## config.mk

```make
export PLATFORM = sky130hd
export DESIGN_NAME = gce_ctrl
export DESIGN_NICKNAME = d
export VERILOG_FILES = /design/src/hw/rtl/gce_pkg.sv /design/src/hw/rtl/gce_ctrl.sv
export SDC_FILE = /design/constraint.sdc
export NUM_CORES = 1
export LEC_CHECK = 0
export CORE_AREA = 2 2 49 51
export DETAILED_ROUTE_END_ITERATION = 12
export DIE_AREA = 0 0 51 53
export DONT_BUFFER_PORTS = 1
export PLACE_DENSITY_LB_ADDON = 0.2
export SYNTH_ARGS = -nofsm -noshare
export SYNTH_HDL_FRONTEND = slang
export SYNTH_SLANG_ARGS = --single-unit
```

## constraint.sdc

```tcl
create_clock -name clk -period 1.7 [get_ports clk]
set_input_delay 0.085 -clock clk [delete_from_list [all_inputs] [get_ports clk]]
set_output_delay 0.085 -clock clk [all_outputs]
set_load 0.01 [all_outputs]
```

## src/hw/rtl/gce_pkg.sv

```systemverilog
// Shared types and constants for the grid corridor expander.
// No dependencies.
package gce_pkg;
    localparam int GRID_COLS_DEF = 256;
    localparam int GRID_ROWS_DEF = 256;
    localparam logic [7:0] COST_LETHAL = 8'd254;
    localparam logic [7:0] COST_INSCRIBED = 8'd253;
    localparam int NUM_SIDES = 4;

    localparam logic OP_WRITE = 1'b0;
    localparam logic OP_QUERY = 1'b1;

    localparam logic [2:0] REG_MAP_WIDTH = 3'd0;
    localparam logic [2:0] REG_MAP_HEIGHT = 3'd1;
    localparam logic [2:0] REG_SAFETY = 3'd2;
    localparam logic [2:0] REG_MAX_ITER = 3'd3;
    localparam logic [2:0] REG_INIT_STEP = 3'd4;

    localparam logic [1:0] ST_OK = 2'd0;
    localparam logic [1:0] ST_OUTSIDE = 2'd1;
    localparam logic [1:0] ST_NO_START = 2'd2;
    localparam logic [1:0] ST_ITER_LIMIT = 2'd3;

    // Datapath commands from the controller.
    typedef enum logic [3:0] {
        CMD_NONE,
        CMD_LOAD,       // latch query, set center = query
        CMD_AREA_INIT,  // set area scan to square around center (+extra)
        CMD_AREA_STEP,  // advance area scan
        CMD_CAND_NEXT,  // compute next start candidate from counter
        CMD_EXP_INIT,   // clear reaches, counter = 4 (+extra: take candidate as start)
        CMD_EXP_SIDE,   // set reach of side, begin edge scan
        CMD_EDGE_STEP,  // advance edge scan
        CMD_CNT_INC     // counter++
    } cmd_t;

    typedef struct packed {
        cmd_t cmd;
        logic extra;     // candidate square reaches one cell further on its high x and y sides
        logic [1:0] side;
    } ctl_t;

    typedef struct packed {
        logic scan_hit;  // current read cell blocked (valid when scan_vld)
        logic scan_vld;
        logic scan_last; // current cell is the last one of the scan
        logic scan_empty;
        logic cnt_lim;   // counter >= max step count
        logic cand_ok;   // candidate inside map
        logic ring_safe; // ring >= safety_cells
        logic outside;
        logic [1:0] side;
    } sts_t;
endpackage

```

## src/hw/rtl/gce_ctrl.sv

```systemverilog
// Controller state machine sequencing start search and edge expansion.
// Depends on gce_pkg.
module gce_ctrl
    import gce_pkg::*;
(
    input  logic       clk,
    input  logic       rst_n,
    input  logic       in_valid,
    output logic       in_ready,
    input  logic       in_op,
    output logic       out_valid,
    input  logic       out_ready,
    input  sts_t       sts,
    input  logic       clearing,
    output ctl_t       ctl,
    output logic [1:0] status,
    output logic       zero_ext,
    output logic       zero_start
);
    typedef enum logic [3:0] {
        S_IDLE, S_AREA0, S_AREA, S_CAND, S_CAND_CHK, S_CAREA0, S_CAREA,
        S_EXP, S_EDGE0, S_EDGE, S_DONE
    } state_t;

    state_t state_reg, state_next;
    logic [1:0] status_reg, status_next;
    logic zext_reg, zext_next, zst_reg, zst_next;
    logic [3:0] stop_reg, stop_next;
    logic [1:0] side_reg, side_next;

    assign in_ready = (state_reg == S_IDLE) && !clearing;
    assign out_valid = (state_reg == S_DONE);
    assign status = status_reg;
    assign zero_ext = zext_reg;
    assign zero_start = zst_reg;

    always_comb
    begin
        state_next = state_reg;
        status_next = status_reg;
        zext_next = zext_reg;
        zst_next = zst_reg;
        stop_next = stop_reg;
        side_next = side_reg;
        ctl = '{cmd: CMD_NONE, extra: 1'b0, side: side_reg};
        unique case (state_reg)
            S_IDLE:
                if (in_valid && in_ready && in_op == OP_QUERY)
                begin
                    zext_next = 1'b1;
                    zst_next = 1'b0;
                    if (sts.outside)
                    begin
                        status_next = ST_OUTSIDE;
                        zst_next = 1'b1;
                        state_next = S_DONE;
                    end
                    else
                    begin
                        ctl.cmd = CMD_LOAD;
                        state_next = S_AREA0;
                    end
                end
            S_AREA0:
            begin
                ctl.cmd = CMD_AREA_INIT;
                state_next = S_AREA;
            end
            S_AREA:
            begin
                if (sts.scan_vld && sts.scan_hit)
                    state_next = S_CAND;
                else if (sts.scan_vld && sts.scan_last)
                    state_next = S_EXP;
                else if (!sts.scan_vld || !sts.scan_last)
                    ctl.cmd = sts.scan_vld ? CMD_AREA_STEP
                              : (sts.scan_empty ? CMD_NONE : CMD_AREA_STEP);
                if (!sts.scan_vld && sts.scan_empty)
                    state_next = S_EXP;
                // only issue when no read outstanding
                if (sts.scan_vld == 1'b0 && !sts.scan_empty)
                    ctl.cmd = CMD_AREA_STEP;
                else
                    ctl.cmd = CMD_NONE;
            end
            S_CAND:
                if (sts.cnt_lim)
                begin
                    status_next = ST_NO_START;
                    state_next = S_DONE;
                end
                else
                begin
                    ctl.cmd = CMD_CAND_NEXT;
                    state_next = S_CAND_CHK;
                end
            S_CAND_CHK:
                if (sts.cand_ok)
                begin
                    ctl.cmd = CMD_AREA_INIT;
                    ctl.extra = 1'b1;
                    state_next = S_CAREA;
                end
                else
                begin
                    ctl.cmd = CMD_CNT_INC;
                    state_next = S_CAND;
                end
            S_CAREA0: state_next = S_CAREA;
            S_CAREA:
            begin
                if (sts.scan_vld && sts.scan_hit)
                begin
                    ctl.cmd = CMD_CNT_INC;
                    state_next = S_CAND;
                end
                else if ((sts.scan_vld && sts.scan_last) || (!sts.scan_vld && sts.scan_empty))
                    state_next = S_EXP;
                else if (!sts.scan_vld)
                    ctl.cmd = CMD_AREA_STEP;
            end
            S_EXP:
            begin
                // first entry arrives with stop_reg cleared by S_AREA or S_CAREA exits
                if (stop_reg == 4'hF || sts.cnt_lim)
                begin
                    status_next = sts.cnt_lim ? ST_ITER_LIMIT : ST_OK;
                    zext_next = sts.cnt_lim;
                    state_next = S_DONE;
                end
                else if (stop_reg[sts.side])
                    ctl.cmd = CMD_CNT_INC;
                else
                begin
                    ctl.cmd = CMD_EXP_SIDE;
                    ctl.side = sts.side;
                    side_next = sts.side;
                    if (sts.ring_safe)
                        stop_next[sts.side] = 1'b1;
                    else
                        state_next = S_EDGE0;
                end
            end
            S_EDGE0:
            begin
                ctl.cmd = CMD_EDGE_STEP;
                state_next = S_EDGE;
            end
            S_EDGE:
            begin
                if (sts.scan_vld && sts.scan_hit)
                begin
                    stop_next[side_reg] = 1'b1;
                    state_next = S_EXP;
                end
                else if (sts.scan_vld && sts.scan_last)
                    state_next = S_EXP;
                else if (!sts.scan_vld)
                    ctl.cmd = CMD_EDGE_STEP;
            end
            S_DONE:
                if (out_ready)
                    state_next = S_IDLE;
            default: state_next = S_IDLE;
        endcase
        // entering expansion from the start search resets the expansion state;
        // a passing candidate square also moves the start to that candidate
        if ((state_reg == S_AREA || state_reg == S_CAREA) && state_next == S_EXP)
        begin
            ctl.cmd = CMD_EXP_INIT;
            ctl.extra = (state_reg == S_CAREA);
            stop_next = '0;
        end
    end

    always_ff @(posedge clk or negedge rst_n)
    begin
        if (!rst_n)
        begin
            state_reg <= S_IDLE;
            status_reg <= ST_OK;
            zext_reg <= 1'b1;
            zst_reg <= 1'b0;
            stop_reg <= '0;
            side_reg <= '0;
        end
        else
        begin
            state_reg <= state_next;
            status_reg <= status_next;
            zext_reg <= zext_next;
            zst_reg <= zst_next;
            stop_reg <= stop_next;
            side_reg <= side_next;
        end
    end
endmodule

```

[Word level (Yosys, flattened, before mapping)]
Index checks and enable logic that the tools add are counted.
Storage, ports and cells
  register bits after elaboration: 14
  word-level logic and storage cells: 114
  output and inout bits: 13
  input port bits: 16
Cells by class
  reduce and logical (&&, ||, !) cells: 24
  bitwise operators: 3
  magnitude comparators: 4
  equal/unequal tests: 20
  multiplexer cells: 57
Operators by type and width (number)
  4-bit 2-to-1 mux: 22
  4-bit one-hot mux with 11 select lines: 1
  4-bit one-hot mux with 9 select lines: 1
  2-bit 2-to-1 mux: 11
  4-bit by 3-bit == test with 1-bit output, second input constant: 5
  4-bit == test, second input constant: 4
  3-bit 2-to-1 mux: 5
  3-bit inequality test, second input constant: 4
  1-bit logical AND: 10
  1-bit 2-to-1 mux: 10
  5-bit AND reduction: 2
  4-bit by 2-bit == test with 1-bit output, second input constant: 2
  4-bit OR: 2
  4-bit one-hot mux with 2 select lines: 1
  2-bit by 3-bit < comparator with 1-bit output, second input constant: 2
  2-bit inequality test, second input constant: 3
  2-bit one-hot mux with 3 select lines: 1
  3-bit nonzero test: 2
  5-bit 2-to-1 mux: 1
  1-bit demux with 2-bit select: 2
  4-bit by 1-bit == test with 1-bit output, second input constant: 1
  2-bit by 1-bit >= comparator with 1-bit output, second input constant: 2
  4-bit logical NOT: 1
  1-bit logical NOT: 3
  other kinds (8): 10

[Depth between registers and ports, before layout]
  depth after elaboration: 10
  mapped depth: 7
  mapped depth without buffers: 5

[Worst setup path after synthesis]
OpenSTA, ideal clock, no wires.
  kind: reg2out
  start: register state_reg[3]
  end: output port ctl[5] (netlist name)
  path buffers: 2
  arrival time: 1792 ps
  data required time: 1615 ps
  stages on the path, launching flop included: 8
  setup slack: -177 ps
  path through: dfrtp_1 > buf_6 > and4bb_1 > buf_6 > a32oi_2 > o221ai_2 > and3_4 > or4_1
RTL lines
  start: declaration: RTL line gce_ctrl.sv:25  | state_t state_reg, state_next;
  start signal: assignment: RTL line gce_ctrl.sv:189  | state_reg <= state_next;
  end: declaration: RTL line gce_ctrl.sv:15  | output ctl_t ctl,

==> results by stage <==
Logic synthesis:
- For this run, the leading register cell type out of synthesis is sky130_fd_sc_hd__dfrtp_1.
- After synthesis the cells add up to between 1000 and 1500 um2.
- The flop and latch count out of synthesis is 14.
- For this run, asynchronously set or reset flops after synthesis account for 100.0%.
- Of the total synthesized cell area, the portion taken by AND, OR, NAND and NOR gates is 28.94%.
- Yosys printed 0 warnings.
- Synthesis produced a netlist whose cell count is about 140.
- The synthesized netlist devotes 28.73% of its cell area to compound gates.
- The post-synthesis xor/xnor area fraction is 0%.
- The number of different library cells in the post-synthesis netlist is 51.
- By area, the combinational part of the netlist is dominated by simple AND/OR/NAND/NOR gates.
- The share of the Yosys chip area taken by registers is 30.58%.
- Of the post-synthesis cell area, the dominant cell type holds 28.29%.
- The net count after synthesis is 151.
- The synthesized design contains 0 enable-type register cells.
- The biggest area contributor in the post-synthesis netlist is sky130_fd_sc_hd__dfrtp_1.
- Multiplexer cells account for under 10% of the synthesized area.
- The synthesized area divided by synthesized cell count is 8.517 um2.
- By area the synthesized netlist is led by sky130_fd_sc_hd__dfrtp_1, sky130_fd_sc_hd__nor2_1, sky130_fd_sc_hd__o21ai_0, sky130_fd_sc_hd__a21oi_1, sky130_fd_sc_hd__nand2_1.
- The adder-cell share of the synthesized area is 0%.

Critical path:
- For this run, the slowest stage of the critical path takes 0.45 ns.
- The reg-to-reg endpoint is status[1].
- The critical path crosses 6 cells after its start point.
- The worst-case register-to-register setup slack is -0.31 ns.
- The worst register-to-register path begins at state_reg[1].
- Counting both buffers and inverters, the worst setup path holds a total of 1.
- Counting cells, the worst reg-to-reg path comes to 5.
- The signal on the critical path passes through buf_6, and4bb_2, a32oi_2, o221ai_2, and3_4, or4_4.
- The critical path startpoint is state_reg[1].
- STA classifies the critical path endpoint as a primary output.
- The top cell family by delay on the critical path is simple AND/OR/NAND/NOR gates.
- The type of element launching the critical path is a flip-flop.
- STA puts the critical path data arrival time at 2.11 ns.
- Data on the critical path is required at its endpoint by 1.62 ns.
- Of all nets on the critical path, the largest fanout is 6.
- The kind of critical path is flip-flop to primary output.
- For this design, the slowest cell found on the critical path is sky130_fd_sc_hd__or4_4.
- The endpoint of the worst setup timing path is ctl[5].

Clock tree:
- The insertion delay to the later sink of the worst-skew pair is 0.30 ns.
- TritonCTS built the clock tree.
- Clock-pin slew was measured on the worst setup and hold paths at 0.10 ns.
- The longest clock path from root to sink contains 2 buffers.
- The CTS sink count is 14.
- The clock buffer count from CTS is 3.
- The deepest level of the CTS H-tree is 1.
- The clock root buffer is sky130_fd_sc_hd__clkbuf_4.

Outcome:
- The run finished, with violations left.
- The final reports fail on negative setup slack.

Timing:
- Once routing completed, OpenROAD measured the worst setup slack at -0.4999 ns.
- The number of setup violations in the final report is 20.
- The final period demand of the worst path is 2.200 ns.
- The number of hold-slack violations in the final timing report is 0.
- Clock skew on the completed layout was measured at between 0.004 and 0.005 ns.
- At the pin with the least slew margin, the transition time is 0.6864 ns.
- Setup total negative slack on the finished layout was measured at -5.406 ns.
- Setup repair after global routing could not meet its margin everywhere.
- The achievable clock frequency is 454.6 MHz.
- Headroom to the max-slew limit came out at approximately 54%.
- Dividing the final minimum period by the clock period gives 129.4%.
- The max-slew violation count is 0.

Routing:
- In this run, the number of DRC markers left after iteration 0 of detailed routing was 98.
- Dividing the detail-routed wire length by the instance count gives 21.33 um.
- Across all layers, the routed design uses 1,419 vias.
- After detailed routing, the total wire length is 4629 um.
- The final routed DRC violation total is 0.
- The first-pass detailed-route iteration total is 5.
- Once detail routing completed, the nets flagged for antenna violations numbered 0.
- The detail-routed via count per cell is 6.539.

Global routing:
- The number of antenna violations at the first check in global routing is 0.
- The via count of the first global-routing pass is 1,359.
- After global routing the overflow that remains totals 0.
- Entering global routing, the biggest net connects 15 pins.
- Across every metal layer, demand over resource in global routing totals 34.73%.
- The first global-routing pass estimated about 6800 um of wire.

Placed design:
- The number of instances in the placed design is ~190.
- Before CTS, the worst setup slack after placement is -0.1875 ns.
- Summed over all nets, the half-perimeter wirelength after detailed placement is 2675 um.
- Port buffering added 0 buffers.
- The instance area after placement is 1438 um2.
- The placer congestion estimate is 0.9167.

Final layout:
- The final layout contains ~200 nets.
- For this run, the share of the core covered by cells in the final layout is 83.81%.
- The repair_antennas step left the layout with diodes totalling 0.
- Cells with a size suffix above 1 make up between 50% and 60% of the layout.
- Relative to the synthesized area, the layout overhead comes to 56.58%.
- Once layout is done, the placed cells without fillers occupy 1800 um2.
- The finished layout holds 217 standard cells, fillers aside.

Hold path:
- In this run the worst hold path is classified as input port to flip-flop.

Floorplan:
- The row count is 17.
- The number of top-level pins is 29.
- The region available for standard cell placement spans 2148 um2.
- The initial utilization of the core area, before any placement, comes to 53.52%.
- The die width is 51 um.
- From bottom edge to top edge, the die measures 53 um.
- The overall die area is 2703 um2.

Power:
- The static leakage is 0.8195 nW.
- The maximum VDD drop is 1.152 mV.
- The power per standard cell area is about 1700 nW/um2.

Job:
- The number of maximum-capacitance violations is 0.
layout by cell type, fill, tap and decap left out, types with 3 or more instances in the layout:
master / count
sky130_fd_sc_hd__or4_4: 3
sky130_fd_sc_hd__dfrtp_1: 9
sky130_fd_sc_hd__nand2b_1: 6
sky130_fd_sc_hd__a211o_1: 3
sky130_fd_sc_hd__nor3_1: 5
sky130_fd_sc_hd__nor2_1: 12
sky130_fd_sc_hd__nand3_1: 3
sky130_fd_sc_hd__inv_1: 6
sky130_fd_sc_hd__buf_4: 45
sky130_fd_sc_hd__dfrtp_2: 4
sky130_fd_sc_hd__mux2_4: 3
sky130_fd_sc_hd__a21oi_1: 6
sky130_fd_sc_hd__clkbuf_4: 3
sky130_fd_sc_hd__buf_6: 8
sky130_fd_sc_hd__o21ai_0: 9
sky130_fd_sc_hd__a21oi_2: 3
sky130_fd_sc_hd__nand2_1: 8
sky130_fd_sc_hd__nand3b_1: 3
sky130_fd_sc_hd__dlygate4sd3_1: 4
cell usage after synthesis (2+ instances only):
master,n
sky130_fd_sc_hd__nor2_1,15
sky130_fd_sc_hd__dfrtp_1,13
sky130_fd_sc_hd__nand2_1,10
sky130_fd_sc_hd__o21ai_0,10
sky130_fd_sc_hd__a21oi_1,9
sky130_fd_sc_hd__inv_1,6
sky130_fd_sc_hd__nand2b_1,6
sky130_fd_sc_hd__nor3_1,5
sky130_fd_sc_hd__a211o_1,3
sky130_fd_sc_hd__buf_2,3
sky130_fd_sc_hd__nand3_1,3
sky130_fd_sc_hd__nand3b_1,3
sky130_fd_sc_hd__or4_1,3
sky130_fd_sc_hd__a31oi_1,2
sky130_fd_sc_hd__buf_6,2
sky130_fd_sc_hd__clkbuf_1,2
sky130_fd_sc_hd__mux2_1,2
sky130_fd_sc_hd__mux2_2,2
sky130_fd_sc_hd__nand4b_1,2
sky130_fd_sc_hd__o21a_1,2
sky130_fd_sc_hd__o21ai_1,2
where the power goes:
group,total [mW],internal (mW),switching [mW],leakage [nW]
Sequential,0.715,0.502,0.214,0.170
Clock,0.265,0.131,0.134,0.0210
Combinational,2.11,1.13,0.984,0.628
layout make-up:
class | count | area, um2
clock buffer | 4 | 36.28
fill | 109 | 347.8
inverter | 6 | 22.52
multi-input combinational | 108 | 882.1
sequential | 14 | 356.6
tap | 28 | 35.03
timing repair buffer | 57 | 467.9
how the worst min path moves through the flow:
stage | startpoint | to | slack, ns | cells after the start
after floorplan | rst_n | side_reg[0] | -0.21 | 0
after global placement | rst_n | zero_start | -0.21 | 0
after detailed placement | rst_n | zero_start | -0.21 | 0
after CTS | sts[0] | side_reg[0] | 0.001 | 1
after global routing | sts[0] | side_reg[0] | 0.007 | 1
final | sts[0] | side_reg[0] | 0.007 | 1
kinds of logic (layout without fill, tap and decap cells):
family	count (synthesis)	after routing
buf+inv	13	67
mux	5	5
compound gates	45	45
simple gates	58	58
flops	14	14
worst register-to-register path: stages (launching register included):
cell and delay (ns):
sky130_fd_sc_hd__dfrtp_2 0.46, sky130_fd_sc_hd__buf_6 0.14, sky130_fd_sc_hd__nor2_1 0.24, sky130_fd_sc_hd__a31oi_1 0.20
sky130_fd_sc_hd__or4_4 0.54, sky130_fd_sc_hd__mux2_4 0.32
per-layer routing:
metal | vias up | wire length (um) | GRT usage, % | part of all wire (%)
met5 | - | 0 | 0 | 0
met4 | 0 | 189 | 18.02 | 4.1
met3 | 18 | 383 | 3.107 | 8.3
met2 | 95 | 2301 | 60.17 | 50
met1 | 684 | 1754 | 42.86 | 38
li1 | 622 | - | - | -
metrics by stage:
stage	hold slack (ns)	total power [mW]
global route	0.007247	3.228
finish	0.007352	3.091
CTS	0.001134	2.775
floorplan	-0.2106	1.581
global placement	-0.2103	2.125
detailed placement	-0.2103	2.167
what timing repair did:
item	in CTS	in global routing
gates cloned	0	0
endpoints found under the hold margin	16	1
pin swaps	11	3
setup buffers	10	7
hold buffers	3	1
setup endpoints to repair	20	20
gates resized for setup	28	14
Note: power is estimated with default switching activity, not from simulation.
